<file path="src/rtl/vi_pkg.sv">
// ----------------------------------------------------------------------------
// vi_pkg: shared constants for the vortex indicator window
// Fixed field widths, fixed-point format, register map and parameter defaults.
// ----------------------------------------------------------------------------
package vi_pkg;

   // parameter defaults
   localparam int MAX_PERIOD_DEF = 64;
   localparam int PRICE_BITS_DEF = 32;

   // ratio format: unsigned Q8.16, trend signed one bit wider
   localparam int Q_BITS     = 24;
   localparam int FRAC_BITS  = 16;
   localparam int INT_BITS   = Q_BITS - FRAC_BITS;
   localparam int TREND_BITS = Q_BITS + 1;

   // window register
   localparam int                     WINDOW_BITS  = 7;
   localparam logic [WINDOW_BITS-1:0] WINDOW_RESET = 7'd14;

   // register port
   localparam int   CSR_ADDR_BITS = 3;
   localparam int   CSR_DATA_BITS = 32;
   localparam logic REG_WINDOW    = 1'b0;

endpackage

</file>
<file path="src/rtl/vi_csr.sv">
// ----------------------------------------------------------------------------
// vi_csr: configuration register block
// APB-style write/read of the window length register.
// ----------------------------------------------------------------------------
module vi_csr
   import vi_pkg::*;
(
   input  logic                     clock,
   input  logic                     reset,
   input  logic                     psel,
   input  logic                     penable,
   input  logic                     pwrite,
   input  logic [CSR_ADDR_BITS-1:0] paddr,
   input  logic [CSR_DATA_BITS-1:0] pwdata,
   output logic [CSR_DATA_BITS-1:0] prdata,
   output logic                     pready,
   output logic [WINDOW_BITS-1:0]   window_length
);
   logic                   reg_index;
   logic                   write_hit;
   logic [WINDOW_BITS-1:0] window_ff;
   logic [WINDOW_BITS-1:0] window_in;

   // decode the word index, ignore byte offset
   assign reg_index = paddr[CSR_ADDR_BITS-1];
   assign write_hit = psel && penable && pwrite && (reg_index == REG_WINDOW);
   assign pready    = 1'b1;

   // take the low bits of the written word
   always_comb begin
      window_in = window_ff;
      if (write_hit) begin
         window_in = pwdata[WINDOW_BITS-1:0];
      end
   end

   always_ff @(posedge clock) begin
      if (reset) begin
         window_ff <= WINDOW_RESET;
      end else begin
         window_ff <= window_in;
      end
   end

   // read back
   always_comb begin
      prdata = '0;
      if (reg_index == REG_WINDOW) begin
         prdata = {{(CSR_DATA_BITS-WINDOW_BITS){1'b0}}, window_ff};
      end
   end

   assign window_length = window_ff;
endmodule

</file>
<file path="config.mk">
export PLATFORM = sky130hd
export DESIGN_NAME = vi_csr
export DESIGN_NICKNAME = d
export VERILOG_FILES = /design/src/rtl/vi_pkg.sv /design/src/rtl/vi_csr.sv
export SDC_FILE = /design/constraint.sdc
export NUM_CORES = 1
export LEC_CHECK = 0
export BUFFER_PORTS_ARGS = -buffer_cell sky130_fd_sc_hd__buf_2
export CAP_MARGIN = 20
export CORE_MARGIN = 2
export CORE_UTILIZATION = 32
export CTS_CLUSTER_DIAMETER = 60
export DETAILED_ROUTE_END_ITERATION = 7
export HOLD_SLACK_MARGIN = 0.02
export PLACE_DENSITY_LB_ADDON = 0.3
export RECOVER_POWER = 50
export SLEW_MARGIN = 20
export SYNTH_ARGS = -nofsm -noshare
export SYNTH_HDL_FRONTEND = slang
export SYNTH_SLANG_ARGS = --single-unit
export TNS_END_PERCENT = 1
</file>
<file path="constraint.sdc">
create_clock -name clock -period 1.4 [get_ports clock]
set_clock_uncertainty 0.1 [all_clocks]
set_input_delay 0.42 -clock clock [delete_from_list [all_inputs] [get_ports clock]]
set_output_delay 0.42 -clock clock [all_outputs]
set_load 0.02 [all_outputs]
</file>
==> metrics.txt <==
die area=between 2000 and 2500 um2; Post-route DRC=0; pre-CTS WS=-0.0915 ns; Die X=46.3 um; largest fanout on the critical path=3; R2R Path End=window_length[5]; max-cap check violation count=0; DR iter-0 viols=6; # diodes=0; DRT Pass-1 Iters=4; Mapped Area=572 um2; post-DR vias/cell=3.56; initial antenna violation count=0; RSZ-0062 raised after global routing=true; final net count=137; largest net degree at the start of global routing=15; post-synth top area share=between 30 and 40%; Layout Cells excl Fill=121; Final Max Slew Viols=0; cell row count=15; status=complete, but fails checks; Ys Warns=0; Crit. Startpoint=window_length[0]; Post-synth EDFFs=0; CTS tree=done; Leakage Power=about 0.37 nW; Fin Setup TNS=-0.00720 ns; worst skew pair latency=0.25 ns; Port Buffers=26; grt ovf=0; Mapped Cells=66; min Tclk post-route=1.40 ns; Power Density=748 nW/um2; Core Region=1710 um2; root buffer cell=clkbuf_4; Yosys cell types=10; Synth top cells by count=buf_4, nand2b_1, and2b_2, dfxtp_1, mux2i_1; ANT nets after route=0; Pint=0.000361 W; Yosys reg bits=7; die height=46.3 um; WP data arrival=around 0.88 ns; clock sinks=7; synthesis-to-finish area growth=26.0%; routed via count=431; Max Clk Rate=712 MHz; flop-to-flop setup slack=0.62 ns; DP HPWL=roughly 700 um; PnR worst setup slack=-0.00471 ns; Crit. End Element=output pin; most frequent cell after synthesis=buf_4; Yosys top cell by area=buf_4; GRT Total Usage=a little under a tenth; final setup vio count=4; Worst setup endpoint=prdata[0]; Logic pwr share=between 20 and 30%; Largest register FFs=7; layout cells sized above 1=46.9%; final hold vios=0; CTS Buffer Depth=2; kind of critical path=flop to output pin; initial core utilization=33.5%; Top-Level Pins=80; Seq pwr share=38.4%; Startpoint Class=flop; Clk pwr share=34.1%; ranking of synthesized cells by area=buf_4, dfxtp_1, mux2i_1; wirelength, routed=951 um; violated checks=setup timing; worst flop-to-flop path startpoint=window_length[5]; first-pass GRT wire length=1.26 mm; fillers=187; sw frac=33.1%; Num CTS Buffers=3; P_sw=0.000178 W; DR WL/cell=7.86 um; vias in the first global route=328; H-tree depth=1; Max IR drop VDD=0.385 mV; Worst-path clk slew=approximately 0.050 ns; Hold WC Path Type=primary input to flop; ys async rst share=0%; Required @ worst endpoint=0.88 ns; final core occ=42.2%; gpl congestion=0.625; r2r worst-path depth=3; Inst Count DP=approximately 120; Seq/Total Area, Yosys=24.5%; Post-Syn Area per Cell=approximately 8.7 um2; Hold-fix buffers, CTS=0; fin crit share=100%; dominant synthesized flop cell=dfxtp_1
[stage by stage]
| stage | hold WS [ns] | power [W] | area (um2) |
|---|---|---|---|
| 6_report | 0.318 | 0.000539 | 721 |
| 5_1_grt | 0.312 | 0.000573 | 721 |
| 4_1_cts | 0.309 | 0.000550 | 728 |
| 3_5_place_dp | 0.378 | 0.000346 | 628 |
| 3_3_place_gp | 0.367 | 0.000345 | 628 |
| 2_1_floorplan | 0.455 | 0.000370 | 662 |
[worst max-delay path: stages (launching register included)]
cell     delay [ns]
dfxtp_2        0.32
and2b_2        0.19
buf_6          0.13
[worst min-delay path by stage]
stage                       endpoint  cells past startpoint             start  slack, ns
floorplan           window_length[0]                      2  window_length[0]       0.45
global placement    window_length[4]                      2  window_length[4]       0.37
detailed placement  window_length[0]                      2  window_length[0]       0.38
CTS                 window_length[4]                      3         pwdata[4]       0.31
global route        window_length[4]                      3         pwdata[4]       0.31
finish              window_length[4]                      3         pwdata[4]       0.32
[power by group through the flow]
stage / sequential, W / combinational [W] / clock, W
after global placement: 0.000211 / 0.000135 / 0
after floorplan: 0.000216 / 0.000153 / 0
after CTS: 0.000207 / 0.000149 / 0.000194
after global routing: 0.000208 / 0.000162 / 0.000204
final: 0.000207 / 0.000148 / 0.000184
after detailed placement: 0.000211 / 0.000135 / 0
[placed cells by master (no fill, tap or decap)]
master     n
buf_2     18
clkbuf_4   3
mux2i_1    7
and4b_1    1
clkbuf_1   3
buf_6      8
conb_1    26
nor2_1     6
and2b_2    7
dfxtp_2    7
nand2b_1   8
buf_4      2
[layer usage]
| metal | GRT usage [%] | part of all wire [%] | wire (um) | vias to the layer above |
|---|---|---|---|---|
| li1 | - | - | - | 210 |
| met1 | 8.69 | 39 | 369 | 185 |
| met2 | 15.3 | 47 | 446 | 36 |
| met3 | 7.06 | 14 | 136 | 0 |
| met4 | 1.71 | 0 | 0 | 0 |
| met5 | 0 | 0 | 0 | - |
[layout make-up]
type	count	area [um2]	share of cell area (%)
sequential	7	149	20.7
tap	25	31.3	4.34
multi-input combinational	55	312	43.2
timing repair buffer	30	203	28.1
clock buffer	4	26.3	3.65
[cell families after synthesis]
kind of cell           share of synthesized area [%]
flip-flops                                      24.5
other                                           1.31
AND/OR/NAND/NOR                                 25.2
multiplexers                                    12.3
buffers and inverters                           36.8
[what timing repair did]
| action | 4_1_cts | 5_1_grt |
|---|---|---|
| buffers inserted | 2 | 0 |
| gates resized for setup | 23 | 0 |
| pin swaps | 0 | 0 |
| setup endpoints to repair | 7 | 7 |
Note: power is estimated with default switching activity, not from simulation.
