<file path="src/rtl/vi_pkg.sv">
// ----------------------------------------------------------------------------
// vi_pkg: shared constants for the vortex indicator window
// Fixed field widths, fixed-point format, register map and parameter defaults.
// ----------------------------------------------------------------------------
package vi_pkg;

   // parameter defaults
   localparam int MAX_PERIOD_DEF = 64;
   localparam int PRICE_BITS_DEF = 32;

   // ratio format: unsigned Q8.16, trend signed one bit wider
   localparam int Q_BITS     = 24;
   localparam int FRAC_BITS  = 16;
   localparam int INT_BITS   = Q_BITS - FRAC_BITS;
   localparam int TREND_BITS = Q_BITS + 1;

   // window register
   localparam int                     WINDOW_BITS  = 7;
   localparam logic [WINDOW_BITS-1:0] WINDOW_RESET = 7'd14;

   // register port
   localparam int   CSR_ADDR_BITS = 3;
   localparam int   CSR_DATA_BITS = 32;
   localparam logic REG_WINDOW    = 1'b0;

endpackage

</file>
<file path="src/rtl/vi_divider.sv">
// ----------------------------------------------------------------------------
// vi_divider: bit-serial Q8.16 divider
// Restoring division, one quotient bit per cycle, saturating at full scale.
// ----------------------------------------------------------------------------
module vi_divider
   import vi_pkg::*;
#(
   parameter int NUM_BITS = PRICE_BITS_DEF + $clog2(MAX_PERIOD_DEF)
)
(
   input  logic                clock,
   input  logic                reset,
   input  logic                start,
   input  logic [NUM_BITS-1:0] numer,
   input  logic [NUM_BITS-1:0] denom,
   output logic                done,
   output logic [Q_BITS-1:0]   quotient
);
   localparam int STEP_BITS = $clog2(Q_BITS);

   localparam logic [1:0] D_IDLE  = 2'd0;
   localparam logic [1:0] D_CHECK = 2'd1;
   localparam logic [1:0] D_RUN   = 2'd2;

   logic [1:0]           state_ff,  state_in;
   logic                 done_ff,   done_in;
   logic [STEP_BITS-1:0] step_ff,   step_in;
   logic [NUM_BITS-1:0]  rem_ff,    rem_in;
   logic [NUM_BITS-1:0]  den_ff,    den_in;
   logic [Q_BITS-1:0]    digit_ff,  digit_in;
   logic [Q_BITS-1:0]    quo_ff,    quo_in;
   logic [NUM_BITS:0]    shifted;
   logic [NUM_BITS:0]    trial;
   logic                 fits;

   // shift in the next dividend bit and try a subtract
   assign shifted = {rem_ff, digit_ff[Q_BITS-1]};
   assign trial   = shifted - {1'b0, den_ff};
   assign fits    = (shifted >= {1'b0, den_ff});

   always_comb begin
      state_in = state_ff;
      done_in  = done_ff;
      step_in  = step_ff;
      rem_in   = rem_ff;
      den_in   = den_ff;
      digit_in = digit_ff;
      quo_in   = quo_ff;
      case (state_ff)
         D_IDLE: begin
            if (start) begin
               rem_in   = NUM_BITS'(numer >> INT_BITS);
               den_in   = denom;
               digit_in = {numer[INT_BITS-1:0], {FRAC_BITS{1'b0}}};
               done_in  = 1'b0;
               state_in = D_CHECK;
            end
         end
         D_CHECK: begin
            // whole part of 256 or more: saturate
            if (rem_ff >= den_ff) begin
               quo_in   = '1;
               done_in  = 1'b1;
               state_in = D_IDLE;
            end else begin
               step_in  = '0;
               state_in = D_RUN;
            end
         end
         D_RUN: begin
            if (fits) begin
               rem_in = trial[NUM_BITS-1:0];
            end else begin
               rem_in = shifted[NUM_BITS-1:0];
            end
            quo_in   = {quo_ff[Q_BITS-2:0], fits};
            digit_in = {digit_ff[Q_BITS-2:0], 1'b0};
            step_in  = step_ff + STEP_BITS'(1);
            if (step_ff == STEP_BITS'(Q_BITS - 1)) begin
               done_in  = 1'b1;
               state_in = D_IDLE;
            end
         end
         default: begin
            state_in = D_IDLE;
         end
      endcase
   end

   always_ff @(posedge clock) begin
      if (reset) begin
         state_ff <= D_IDLE;
         done_ff  <= 1'b0;
         step_ff  <= '0;
      end else begin
         state_ff <= state_in;
         done_ff  <= done_in;
         step_ff  <= step_in;
      end
   end

   always_ff @(posedge clock) begin
      rem_ff   <= rem_in;
      den_ff   <= den_in;
      digit_ff <= digit_in;
      quo_ff   <= quo_in;
   end

   assign done     = done_ff;
   assign quotient = quo_ff;
endmodule

</file>
<file path="config.mk">
export PLATFORM = sky130hd
export DESIGN_NAME = vi_divider
export DESIGN_NICKNAME = d
export VERILOG_FILES = /design/src/rtl/vi_pkg.sv /design/src/rtl/vi_divider.sv
export SDC_FILE = /design/constraint.sdc
export NUM_CORES = 1
export LEC_CHECK = 0
export BUFFER_PORTS_ARGS = -buffer_cell sky130_fd_sc_hd__buf_4
export CORE_MARGIN = 3
export CORE_UTILIZATION = 40
export DETAILED_ROUTE_END_ITERATION = 16
export PLACE_DENSITY = 0.62
export SYNTH_ARGS = -nofsm -noshare
export SYNTH_HDL_FRONTEND = slang
export SYNTH_SLANG_ARGS = --single-unit
</file>
<file path="constraint.sdc">
create_clock -name clock -period 7.2 [get_ports clock]
set_clock_uncertainty 0.15 [all_clocks]
set_input_delay 0.72 -clock clock [delete_from_list [all_inputs] [get_ports clock]]
set_output_delay 0.72 -clock clock [all_outputs]
set_load 0.02 [all_outputs]
</file>
==> out/metrics.cfg <==
[cts]
root_buffer = clkbuf_16
hold_buffers = 0
h-tree-depth = 4
cts_tree = yes
clock_latency_ns = 0.43
clockBufferDepth = 2
cts.sinks = 116
cts_resized = 0
post-cts-setup-buffers = 0
cts_buffers = 17
clk_pin_slew_ns = 0.07

[sta]
hold_viol_final = 0
slew_headroom_pct = 34.2
fin_crit_ns = 4.25
drv_slew = 0
timing.final.crit_share_pct = 59.0
setup_tns_ns = 0
fmax_mhz = 235
setup_viol = 0
worst_pin_slew_ns = 0.988
rsz0062_at_grt = false

[worst_setup_path]
path_cells = ha_1, nand4_1, or2_1, or4_4, o211ai_2, a21oi_1, o311ai_4, buf_4, mux2i_1, mux2_2
crit_type = reg -> reg
cp_top_family = compound AO/OA/AOI/OAI gates
cp_data_required_time_ns = 7.22
slowest_delay_ns = 0.68
cp_slowest_cell = o311ai_4
path_buf_inv = 1
end_kind = register
cp-start-kind = register
worstPathMaxFanout = 32
cp.arrival_ns = 4.27

[route]
drtAntennaViolNets = 0
drc = 0
vias = 6012
post_drt_wl_per_cell_um = 16.1
vias_per_cell = 5.28
drt_wl_total_mm = 18.3
dr.pass1.iters = 4
first_iter_violations = 370

[die]
die_y_um = 147
fp.coreArea_um2 = 19100
die_area_um2 = 21500
std_cell_rows = 50
pin_count = 104
initial_core_util_pct = 41.4
die_w_um = 147

[yosys]
synthMostInstantiatedCell = edfxtp_1
synth_cells = 768
syn_nets = 928
syn_area_um2 = 7900
netlist_top_cells_count = edfxtp_1 (108), a21oi_1 (81), ha_1 (80)
synthArstFlopShare_pct = 0
synth_flop_cell = edfxtp_1
ys_ff_latch = 116
synth_cell_types = 67
synthDominantCellAreaShare_pct = 41.0
synth_edf_count = 108
synthTopCellsByArea = edfxtp_1 (41%), ha_1 (13%), a21oi_1 (5.1%), mux2i_1 (4.3%), inv_1 (2.6%)
ys_warn_count = 0
yosysTopAreaCell = edfxtp_1
synth_seq_area_share_pct = 43.1
synth_area_per_cell_um2 = 10.3

[power_and_ir_drop]
power_leakage_nw = 3.92
p_total_mw = 2.35
clkPwrFrac_pct = 35.5
comb_power_share_pct = 28.8
p_per_area_nw_per_um2 = 249
seq_power_share_pct = 35.8
switching_share_pct = 33.9
ir_drop_mv = 0.160
netSwitchingPower_mw = 0.797
internal_power_mw = 1.56

[run_status]
status = complete, no violations

[cells_and_area]
fin_nets = 1025
antenna_cells = 0
drive_above_1_share_pct = 18.3
final_core_util_pct = 49.6
finalNonFillerCells = 1138
syn2layout_area_growth_pct = 19.8
design_area_um2 = 9470

[grt]
grt_pass1_wl_mm = 30.9
overflow = 0
grt_pass1_vias = 6290
track_usage_pct = 17.6
grt_max_degree = 71
antenna_found_initial = 0

[placement]
io_buffers = 103
dp_hpwl_mm = 13.4
place_inst = 1106
gp_congestion = 0.872
place_area_um2 = 8890

[worst_hold_path]
worstHoldPathType = reg -> reg

[job]
cap_violations = 0

[per-stage QoR]
stage	setup slack [ns]	hold slack, ns
3_5_place_dp	2.96	0.299
4_1_cts	2.93	0.300
5_1_grt	2.65	0.293
2_1_floorplan	3.18	0.310
3_3_place_gp	3.06	0.306
6_report	2.95	0.315
[worst register-to-register path: stages (launching register included)]
cell	delay, ns
edfxtp_1	0.43
ha_1	0.44
nand4_1	0.14
or2_1	0.28
or4_4	0.49
o211ai_2	0.22
a21oi_1	0.14
o311ai_4	0.68
buf_4	0.56
mux2i_1	0.18
mux2_2	0.29
[placed cells by master (no fill, tap or decap), types with 25 or more instances in the layout]
cell      netlist  routed
nor2_1         52      52
inv_1          54      54
buf_4           3     108
nand2_1        44      44
a21oi_1        81      81
a21o_1         25      25
ha_1           80      79
edfxtp_1      108     108
mux2i_1        34      34
nand2b_1       30      30
o21ai_0        25      25
[cells by family after synthesis]
family | synth area share (%)
fa+ha+maj | 12.9
xor+xnor | 3.77
flops | 43.1
compound gates | 16.1
simple gates | 13.5
mux | 5.73
buf+inv | 4.96
[state kept, by name (all words and copies together) (netlist names)]
signal    cells
state_ff      2
digit_ff      8
quotient     24
done          1
den_ff       38
step_ff       5
rem_ff       38
[worst paths after layout]
check | from | end | slack (ns) | depth (start not counted)
hold reg to reg | done | done | 0.31 | 2
hold / removal | done | done | 0.31 | 2
setup reg to reg | rem_ff[21] | rem_ff[0] | 2.95 | 10
setup / recovery | rem_ff[21] | rem_ff[0] | 2.95 | 10
[cell type report]
type | count | area, µm²
Fill cell | 1780 | 9610
Timing Repair Buffer | 108 | 811
Clock inverter | 15 | 150
Sequential cell | 116 | 3400
Multi-Input combinational cell | 567 | 4150
Clock buffer | 17 | 425
Inverter | 55 | 206
Tap cell | 260 | 325
[power groups by stage]
| stage | Sequential, mW | Clock, mW | Combinational [mW] |
|---|---|---|---|
| finish | 0.842 | 0.835 | 0.677 |
| global route | 0.848 | 0.887 | 0.762 |
| CTS | 0.842 | 0.855 | 0.680 |
| detailed placement | 0.855 | 0 | 0.675 |
| global placement | 0.854 | 0 | 0.674 |
| floorplan | 0.851 | 0 | 0.515 |
[metal layers]
layer  vias to the layer above  global-route usage (%)  wire length, µm
met2                       107                    28.2             8370
li1                       3051                       -                -
met4                         0                    5.36              301
met3                        26                    4.72              906
met5                         -                       0                0
met1                      2828                    23.3             8730
(Power assumes the default switching activity.)
